### src/rtl/core/spe_pkg.sv
// ---------------------------------------------------------------------------
// Shaded palette entry generator: package
// Pixel format codes, register indexes, field widths and beat structs.
// ---------------------------------------------------------------------------
`default_nettype none

package spe_pkg;

  localparam int CH_W        = 8;
  localparam int IDX_W       = 8;
  localparam int DAC_W       = 6;
  localparam int WORD_W      = 24;
  localparam int PROD_W      = 2 * CH_W;
  localparam int CFG_INDEX_W = 3;
  localparam int CFG_DATA_W  = 8;
  localparam int FMT_W       = 3;

  // Right shifts applied to grey * base
  localparam int SH_DAC   = 10;
  localparam int SH_PACK5 = 11;
  localparam int SH_PACK6 = 10;
  localparam int SH_TRUE  = 8;

  localparam logic [CH_W-1:0] BASE_RESET = 8'd255;

  typedef enum logic [FMT_W-1:0] {
    FMT_INDEXED = 3'd0,
    FMT_RGB555  = 3'd1,
    FMT_RGB565  = 3'd2,
    FMT_RGB24   = 3'd3,
    FMT_RGB32   = 3'd4
  } pix_fmt_t;

  typedef enum logic [CFG_INDEX_W-1:0] {
    CFG_PIXEL_FORMAT = 3'd0,
    CFG_BASE_RED     = 3'd1,
    CFG_BASE_GREEN   = 3'd2,
    CFG_BASE_BLUE    = 3'd3
  } cfg_reg_t;

  typedef enum logic {
    CMD_SHADE  = 1'b0,
    CMD_DIRECT = 1'b1
  } cmd_t;

  typedef struct packed {
    logic             cmd;
    logic [IDX_W-1:0] entry_index;
    logic [CH_W-1:0]  grey;
    logic [CH_W-1:0]  red;
    logic [CH_W-1:0]  green;
    logic [CH_W-1:0]  blue;
    logic             last_entry;
  } item_t;

  typedef struct packed {
    logic [FMT_W-1:0] pixel_format;
    logic [CH_W-1:0]  base_red;
    logic [CH_W-1:0]  base_green;
    logic [CH_W-1:0]  base_blue;
  } cfg_t;

  typedef struct packed {
    logic [IDX_W-1:0]  out_index;
    logic [DAC_W-1:0]  dac_red;
    logic [DAC_W-1:0]  dac_green;
    logic [DAC_W-1:0]  dac_blue;
    logic [WORD_W-1:0] pixel_word;
    logic              last_out;
  } result_t;

  localparam int RESULT_W = $bits(result_t);

endpackage

`default_nettype wire

### src/rtl/core/spe_convert.sv
// ---------------------------------------------------------------------------
// Shaded palette entry generator: entry conversion
// Scales or truncates one colour and packs it for the selected pixel format.
// ---------------------------------------------------------------------------
`default_nettype none

module spe_convert import spe_pkg::*; (
  input  item_t   item,
  input  cfg_t    cfg,
  output result_t res
);

  logic [PROD_W-1:0] prod_r;
  logic [PROD_W-1:0] prod_g;
  logic [PROD_W-1:0] prod_b;
  logic              direct;

  // Three independent 8x8 products
  assign prod_r = PROD_W'(item.grey) * PROD_W'(cfg.base_red);
  assign prod_g = PROD_W'(item.grey) * PROD_W'(cfg.base_green);
  assign prod_b = PROD_W'(item.grey) * PROD_W'(cfg.base_blue);
  assign direct = (item.cmd == CMD_DIRECT);

  always_comb begin
    res            = '0;
    res.out_index  = item.entry_index;
    res.last_out   = item.last_entry;
    unique case (cfg.pixel_format)
      FMT_INDEXED: begin
        res.dac_red    = direct ? item.red[CH_W-1 -: DAC_W]   : DAC_W'(prod_r >> SH_DAC);
        res.dac_green  = direct ? item.green[CH_W-1 -: DAC_W] : DAC_W'(prod_g >> SH_DAC);
        res.dac_blue   = direct ? item.blue[CH_W-1 -: DAC_W]  : DAC_W'(prod_b >> SH_DAC);
        res.pixel_word = WORD_W'(item.entry_index);
      end
      FMT_RGB555: begin
        res.pixel_word = WORD_W'({
          direct ? item.red[CH_W-1 -: 5]   : 5'(prod_r >> SH_PACK5),
          direct ? item.green[CH_W-1 -: 5] : 5'(prod_g >> SH_PACK5),
          direct ? item.blue[CH_W-1 -: 5]  : 5'(prod_b >> SH_PACK5)
        });
      end
      FMT_RGB565: begin
        res.pixel_word = WORD_W'({
          direct ? item.red[CH_W-1 -: 5]   : 5'(prod_r >> SH_PACK5),
          direct ? item.green[CH_W-1 -: 6] : 6'(prod_g >> SH_PACK6),
          direct ? item.blue[CH_W-1 -: 5]  : 5'(prod_b >> SH_PACK5)
        });
      end
      default: begin
        // true colour; undefined codes fall here as well
        res.pixel_word = {
          direct ? item.red   : CH_W'(prod_r >> SH_TRUE),
          direct ? item.green : CH_W'(prod_g >> SH_TRUE),
          direct ? item.blue  : CH_W'(prod_b >> SH_TRUE)
        };
      end
    endcase
  end

endmodule

`default_nettype wire

### config.mk
export PLATFORM = sky130hd
export DESIGN_NAME = spe_convert
export DESIGN_NICKNAME = d
export VERILOG_FILES = /design/src/rtl/core/spe_pkg.sv /design/src/rtl/core/spe_convert.sv
export SDC_FILE = /design/constraint.sdc
export NUM_CORES = 1
export LEC_CHECK = 0
export BUFFER_PORTS_ARGS = -buffer_cell sky130_fd_sc_hd__buf_2
export CAP_MARGIN = 40
export CORE_MARGIN = 4
export CORE_UTILIZATION = 40
export DETAILED_ROUTE_END_ITERATION = 8
export PLACE_DENSITY_LB_ADDON = 0.3
export REMOVE_ABC_BUFFERS = 1
export SLEW_MARGIN = 10
export SYNTH_ARGS = -nofsm -noshare
export SYNTH_HDL_FRONTEND = slang
export SYNTH_SLANG_ARGS = --single-unit
export TNS_END_PERCENT = 100
### constraint.sdc
create_clock -name vclk -period 10.9
set_input_delay 0.545 -clock vclk [all_inputs]
set_output_delay 0.545 -clock vclk [all_outputs]
set_load 0.01 [all_outputs]
# Word-level counts from Yosys, hierarchy flattened
# Index checks and enable logic that the tools add are counted.
# word_totals
regBits	0
elab_cells	17
# classes
multipliers	3
muxes	11
n_reduce_logical	1
eq_ne	2
# op_table
op	n
24-bit one-hot mux with 3 select lines	1
8-bit by 8-bit multiplier with 16-bit output	3
8-bit two-way mux	3
18-bit two-way mux	1
6-bit two-way mux	3
5-bit two-way mux	3
3-bit by 1-bit equality test with 1-bit output (second input constant)	1
3-bit by 2-bit equality test with 1-bit output (second input constant)	1
3-bit zero test	1

# Logic depth before layout (Yosys ltp)
# Gate-level depths: netlist of the first run.
# depth
depth_word	3
depth_mapped	20

# Worst setup path before layout of the first run
# Ideal clock, no wire load.
# synth_timing
path_type	input to output
start	in item[30] in the netlist's numbering
end	out res[7] in the netlist's numbering
path_slack_ns	5.592
stages	18
t_arrival_ns	4.763
cell_sequence	clkbuf_1 -> nand2_1 -> fa_1 -> fa_1 -> inv_1 -> fa_1 -> inv_1 -> fa_1 -> inv_1 -> ha_1 -> o211ai_1 -> o21ai_0 -> nand4_2 -> nand2_1 -> mux2_2 -> a221o_1 -> o21ai_0 -> a22oi_1
# synth_lines
element	line	source
start, declared	spe_convert.sv:8	input item_t item,
end, declared	spe_convert.sv:10	output result_t res

==> impl_results.md, run 1 <==
- Status: finished clean
- Total global routing overflow: 0
- Post-CTS Setup Inserts: 0
- Post-CTS sizing: 0
- Pwr dens: between 100 and 150 nW/µm²
- Routed len/inst: about 15 µm
- Die area: 19000 µm²
- Psw: about 0.53 mW
- Most frequent cell after synthesis: and2_1
- Placer Congestion: 0.853
- Max-slew violation count: 0
- Synth area leaders: fa_1 31%, ha_1 18%, and2_1 14%, inv_1 7.4%, nand2_1 3.0%
- Cell Rows: between 40 and 50
- Placed instance area: about 7400 µm²
- Antenna violations before repair: 0
- Seq_cells: 0
- Hold WS: between 1 and 1.5 ns
- Yosys top cell area share: a little under a third
- Initial Utilization: around 41%
- Count of non-filler cells in the finished layout: ~1100
- Yosys Warn Count: 0
- Register area share after synthesis: 0%
- Hold Crit Depth: 0
- Port Buffers: between 100 and 150
- Comb pwr share: 100.0%
- Leak pwr: approximately 4.0 nW
- Crit path from: item[30]
- Vias in the first global route: ~5800
- Total Neg Setup Slack: 0 ns
- Largest stage delay, worst path: about 0.54 ns
- Antenna cells: 0
- Fmax achieved: 0.166 GHz
- Synth Instances: 801
- DRT antenna net count: 0
- Post-route minimum period: 6.04 ns
- Stages on worst setup path: 19
- CLK BUF: 0
- GRT Total Usage: a little under a fifth
- Via count: 5574
- Fillers: about 1600
- Crit-path leading delay family: adder cells
- Sequential power share: 0%
- Net count, final: approximately 1200
- Total Wirelength: ~17 mm
- Overall power: just over 0.9 mW
- Worst hold start: item[0]
- CP max stage cell: fa_1
- Final core utilization: ~45%
- Setup ws final: roughly 4.9 ns
- Max_cap viols: 0
- Post-Place Cells: ~1100
- Total core area: around 17000 µm²
- Setup slack at placement: between 4 and 5 ns
- Slew of the pin with the lowest slew margin: about 0.77 ns
- Via-to-Cell Ratio: between 5 and 6
- Layout cell share with drive strength beyond 1: between 10% and 20%
- I/O pins: 120
- Crit path buffers/inverters: 5
- Min-Delay Path Class: primary input to output port
- Post-synth top area cell: fa_1
- Multi-input gate area: about 6000 µm²
- Unrepaired setup endpoints after global routing: false
- Layout area overhead: 10.2%
- Hold-fix buffers, CTS: 0
- Synth top cells by count: 151 x and2_1, 132 x inv_1, 105 x fa_1
- First-pass GRT wire length: 28.5 mm
- Worst path required time: 10.36 ns
- Die Y: ~140 µm
- Type of origin of the critical path: primary input
- Crit path max fanout: 24
- Largest net degree at the start of global routing: 36
- Final hold vios: 0
- DRT iter0 DRCs: 171
- Avg Cell Area, Syn: around 8.4 µm²
- CP arrival: around 5.5 ns
- CP Capture Type: output port
- DR DRC count: 0
- Clock power frac: 0%
- WS Path Type: primary input to output port
- Die W: 138 µm
- P_int: 0.400 mW
- DP HPWL: between 10 and 15 mm
- Rel. slew slack: 48.7%
- Post-Syn Area: 6730 µm²
- Final Instance Area: between 7000 and 8000 µm²
- Net Sw Frac: 56.8%
- CP Cell Sequence: buf_2 > nand2_1 > fa_1 > fa_1 > inv_1 > fa_1 > inv_1 > fa_1 > inv_1 > ha_1 > o211ai_1 > o21ai_0 > nand4_2 > nand2_1 > mux2_2 > a221o_1 > o21ai_0 > a22oi_1 > buf_2
- VDD IR max: just over 0.08 mV
- Final setup violation count: 0
- Final Cycle Share: about 55%
- Total iterations of the first detailed-routing run: 5
- Sequential Area: 0 µm²
- Most frequent CP cell: fa_1
- Post-synth cell types: 67
[per-layer routing]
layer	GRT usage [%]	vias up	share of wire, %
met3	0.913	8	3.9
met5	0	-	0
met1	26.1	2692	47
met2	31.9	138	49
li1	-	2736	-
met4	0.604	0	0.38
[kinds of logic after synthesis]
group,share of synthesized area (%)
simple gates,24.1
fa+ha+maj,49.6
buf+inv,10.2
compound gates,11.8
xor+xnor,2.58
mux,1.69
[cell type report]
| cell class | instances | area share [%] |
|---|---|---|
| Tap cell | 220 | 3.71 |
| Inverter | 132 | 6.68 |
| Multi-Input combinational cell | 631 | 81.5 |
| Timing Repair Buffer | 119 | 8.06 |
[power by group through the flow]
stage	Combinational, mW	Sequential (mW)	Clock (mW)
finish	0.927	0	0
global route	1.07	0	0
CTS	0.934	0	0
detailed placement	0.925	0	0
global placement	0.910	0	0
floorplan	0.688	0	0
[worst paths after layout]
check / endpoint
max: res[7]
min: res[0]
[layout by cell type, fill, tap and decap left out, types with 9 or more instances in the layout]
cell type  instances
inv_1            132
buf_2            118
a21oi_1           17
and2_1           151
o21ai_0           13
nor2_1            50
fa_1             105
ha_1              99
xnor2_1            9
nand2_1           54
xor2_1             9
(Power assumes the default switching activity.)
==> run 2, diff against run 1 <==
Clock period 10.9 ns to 5.31 ns, I/O delays scaled along.
==> impl_results.md, run 2 (synthesis gave the netlist of run 1 again) <==
- Final hold vios: 0 (unchanged)
- Type of origin of the critical path: primary input
- Rel. slew slack: 45.1% (-3.5 points)
- Fillers: 1629 (-0.43%)
- Layout area overhead: 12.2%
- Sequential Area: 0 µm² (unchanged)
- Placed instance area: 7500 µm² (+1.2%)
- M1 GR Usage: 26.5% (+0.40 points)
- Count of non-filler cells in the finished layout: 1114 (+1.1%)
- Antenna cells: 0 (unchanged)
- Layout cell share with drive strength beyond 1: 18.7% (+1.6 points)
- Commonest non-fill, non-tap cell in the layout: and2_1
- DRT antenna net count: 0 (unchanged)
- Total iterations of the first detailed-routing run: 5 (unchanged)
- Most frequent CP cell: fa_1
- VDD IR max: 0.154 mV (+87%)
- Most frequent cells in the layout: 151 x and2_1, 132 x inv_1, 113 x buf_2, 105 x fa_1, 99 x ha_1
- GR peak layer: met2
- Final core utilization: 45.7% (+0.82 points)
- Slew of the pin with the lowest slew margin: 0.822 ns (+0.0528 ns)
- Hold-fix buffers, CTS: 0 (unchanged)
- Max-slew violation count: 0 (unchanged)
- Placer Congestion: 0.838 (-1.9%)
- Final Instance Area: 7550 µm² (+1.8%)
- Die Y: 138 µm (unchanged)
- Worst path required time: 5.04 ns (-5.32 ns)
- GRT met2 Usage: 31.0% (-0.89 points)
- GRT Total Usage: 18.2% (+0.052 points)
- DP HPWL: 13.9 mm (+2.8%)
- Via count: 5606 (+0.57%)
- Die W: 138 µm (unchanged)
- Largest net degree at the start of global routing: 36 (unchanged)
- Largest stage delay, worst path: 0.53 ns (about the same)
- Unrepaired setup endpoints after global routing: true
- CP Cell Sequence: buf_4 > buf_4 > and2_1 > fa_1 > inv_1 > fa_1 > inv_1 > fa_1 > fa_1 > ha_1 > a2111oi_2 > o21a_1 > o31a_4 > o21ai_2 > o41a_1 > xnor2_1 > mux2i_2 > o21ai_1 > buf_2
- DRT iter0 DRCs: 256 (+50%)
- WS Path Type: primary input to output port
- Max_cap viols: 0 (unchanged)
- Status: finished clean
- Die area: 19000 µm² (unchanged)
- CP max stage cell: fa_1
- Routed len/inst: 15.0 µm (+0.12%)
- Total global routing overflow: 0 (unchanged)
- Leak pwr: 4.02 nW (+1.7%)
- Crit-path leading delay family: adder cells
- CP arrival: 4.83 ns (-0.66 ns)
- Total core area: 16500 µm² (unchanged)
- DR DRC count: 0 (unchanged)
- I/O pins: 120 (unchanged)
- Seq_cells: 0 (unchanged)
- Vias in the first global route: 5769 (-1.2%)
- Met3 Track Usage GR: 1.21% (+0.29 points)
- Net count, final: 1169 (+1.0%)
- Pwr dens: 260 nW/µm² (+110%)
- Antenna violations before repair: 0 (unchanged)
- CP Capture Type: output port
- Cell Rows: 47 (unchanged)
- Fmax achieved: 0.196 GHz
- Via-to-Cell Ratio: 5.03 (-0.51%)
- CLK BUF: 0 (unchanged)
- Total Neg Setup Slack: 0 ns (unchanged)
- Crit path buffers/inverters: 5 (unchanged)
- Crit path max fanout: 16 (-33%)
- Port Buffers: 118 (unchanged)
- Post-Place Cells: 1113 (+1.0%)
- Post-route minimum period: around 5 ns
- Final setup violation count: 0 (unchanged)
- Total Wirelength: 16.7 mm (+1.2%)
- Initial Utilization: 40.7% (unchanged)
- Final Cycle Share: a little over nine tenths
- First-pass GRT wire length: 28.3 mm (-0.66%)
- Min-Delay Path Class: primary input to output port
- Overall power: 1.96 mW (+110%)
[run 2: final cells by class]
type               count  area, µm²  share of cell area, %
well taps            220        275                   3.65
multi-input cells    631       6080                   80.5
repair buffers       131        704                   9.33
inverters            132        495                   6.56
[run 2: worst paths after layout]
check      end  cells past startpoint     start  slack, ns
max    res[16]                     19  item[29]       0.22
min     res[0]                      0   item[0]       0.53
[run 2: through the flow]
step | hold WS, ns | setup slack [ns]
2_1_floorplan | 0.531 | 0.804
3_3_place_gp | 0.531 | -0.0375
3_5_place_dp | 0.531 | -0.0428
4_1_cts | 0.531 | 0.0937
5_1_grt | 0.531 | -0.00416
6_report | 0.531 | 0.215
[run 2: per-layer routing]
layer,vias to the layer above,part of all wire (%),wire length (µm)
met2,164,47,7860
met3,8,4.7,782
li1,2756,-,-
met5,-,0,0
met1,2678,48,7960
met4,0,0.62,104
[run 2: what timing repair did]
action,4_1_cts,5_1_grt
pin swaps,0,1
setup endpoints to repair,4,18
setup buffers,0,1
cloned,0,0
gates resized for setup,1,12
[run 2: power by group]
part	switching, mW	total, mW	internal, mW
registers	0	0	0
logic	1.10	1.96	0.862
clock network	0	0	0
==> run 3, diff against run 2 <==
Settings changed: CAP_MARGIN 40 to unset.
Clock period 5.31 ns to 6.2 ns, I/O delays scaled along.
==> impl_results.md, run 3 (synthesis gave the netlist of run 1 again) <==
- Status: finished clean
- Post-route minimum period: around 5.5 ns
- Via-to-Cell Ratio: 5.07 (+0.80%)
- Pwr dens: 218 nW/µm² (-16%)
- WS Path Type: primary input to output port
- Post-CTS sizing: 0 (-1)
- Net Sw Frac: 56.7% (+0.64 points)
- I/O pins: 120 (unchanged)
- Vias in the first global route: 5757 (-0.21%)
- CP Capture Type: output port
- Most frequent cells in the layout: 151 x and2_1, 132 x inv_1, 118 x buf_2, 105 x fa_1, 99 x ha_1
- Crit path max fanout: 24 (+8)
- Max_cap viols: 0 (unchanged)
- DR DRC count: 0 (unchanged)
- Routed len/inst: 14.9 µm (-0.56%)
- VDD IR max: 0.183 mV (+19%)
- Cell Rows: 47 (unchanged)
- Layout cell share with drive strength beyond 1: 17.3% (-1.4 points)
- Net count, final: 1159 (-0.86%)
- Layout area overhead: 10.4%
- CP arrival: 5.19 ns (+0.36 ns)
- GRT Total Usage: 18.0% (-0.17 points)
- DRT iter0 DRCs: 252 (-1.6%)
- Post-CTS Setup Inserts: 0 (unchanged)
- DP HPWL: 13.6 mm (-2.2%)
- Worst path required time: 5.89 ns (+0.85 ns)
- Final hold vios: 0 (unchanged)
- Slew of the pin with the lowest slew margin: 1.04 ns (+0.215 ns)
- Sequential Area: 0 µm² (unchanged)
- Hold WS: 0.620 ns (+0.0890 ns)
- Hold-fix buffers, CTS: 0 (unchanged)
- CLK BUF: 0 (unchanged)
- Antenna violations before repair: 0 (unchanged)
- Largest net degree at the start of global routing: 36 (unchanged)
- Placer Congestion: 0.858 (+2.5%)
- Seq_cells: 0 (unchanged)
- Clock power frac: 0% (unchanged)
- Leak pwr: 3.96 nW (-1.4%)
- Unrepaired setup endpoints after global routing: false
- Commonest non-fill, non-tap cell in the layout: and2_1
- Psw: 0.920 mW (-16%)
- P_int: 0.702 mW (-19%)
- Final setup violation count: 0 (unchanged)
- Min-Delay Path Class: primary input to output port
- Final Cycle Share: 88.7%
- Port Buffers: 118 (unchanged)
- Die area: 19000 µm² (unchanged)
- Antenna cells: 0 (unchanged)
- Max-slew violation count: 0 (unchanged)
- Fmax achieved: 0.182 GHz
- Total global routing overflow: 0 (unchanged)
- Total iterations of the first detailed-routing run: 5 (unchanged)
- Die W: 138 µm (unchanged)
- Sequential power share: 0% (unchanged)
- Rel. slew slack: 30.6% (-15 points)
- Total Wirelength: 16.5 mm (-1.4%)
- First-pass GRT wire length: 28.3 mm (-0.17%)
- Via count: 5600 (-0.11%)
- Initial Utilization: 40.7% (unchanged)
- Total core area: 16500 µm² (unchanged)
- Type of origin of the critical path: primary input
- Fillers: 1673 (+2.7%)
- DRT antenna net count: 0 (unchanged)
- Die Y: 138 µm (unchanged)
- Total Neg Setup Slack: 0 ns (unchanged)
- Comb pwr share: 100.0% (about the same)
## run 3: changes by cell type in the layout (fill, tap and decap cells not counted), sizes merged
| cell | before | now |
|---|---|---|
| clkbuf | 3 | 0 |
| buf | 128 | 121 |
## run 3: per-stage QoR
stage	worst slack, ns	total power [mW]	area [µm²]	util [%]	std cells
6_report	0.702	1.62	7430	45.0	1104
5_1_grt	0.310	1.87	7430	45.0	1104
4_1_cts	0.651	1.64	7430	45.0	1104
3_5_place_dp	0.662	1.62	7430	45.0	1104
3_3_place_gp	0.733	1.60	7430	45.0	1104
2_1_floorplan	1.61	1.21	6540	-	763
## run 3: final cells by class
class	count	area [µm²]	share of cell area, %
well taps	220	275	3.70
repair buffers	121	613	8.25
inverters	132	495	6.67
multi-input cells	631	6050	81.4
## run 3: final timing paths
kind	from	to	slack [ns]	cells after the start
max	item[29]	res[8]	0.70	19
min	item[0]	res[0]	0.62	0
## run 3: metal layers
metal  up-vias  routed length [µm]  share of wire [%]  GRT usage [%]
met5         -                   0                  0              0
met4         0                 145               0.88           1.59
met3        12                 782                4.7           1.17
met2       156                7770                 47           30.8
met1      2695                7770                 47           26.1
li1       2737                   -                  -              -
## run 3: worst max-delay path, cell delays in order
cell      delay, ns
buf_2          0.37
nand2_1        0.15
fa_1           0.51
fa_1           0.54
inv_1          0.05
fa_1           0.47
inv_1          0.04
fa_1           0.47
inv_1          0.04
ha_1           0.30
o211ai_1       0.09
o21ai_0        0.45
nand4_2        0.22
nand2_1        0.14
mux2_2         0.35
a221o_1        0.28
o21ai_0        0.16
a22oi_1        0.09
buf_2          0.15
## run 3: power by group through the flow
stage	registers (mW)	logic [mW]	clock network [mW]
floorplan	0	1.21	0
global placement	0	1.60	0
detailed placement	0	1.62	0
CTS	0	1.64	0
global route	0	1.87	0
finish	0	1.62	0
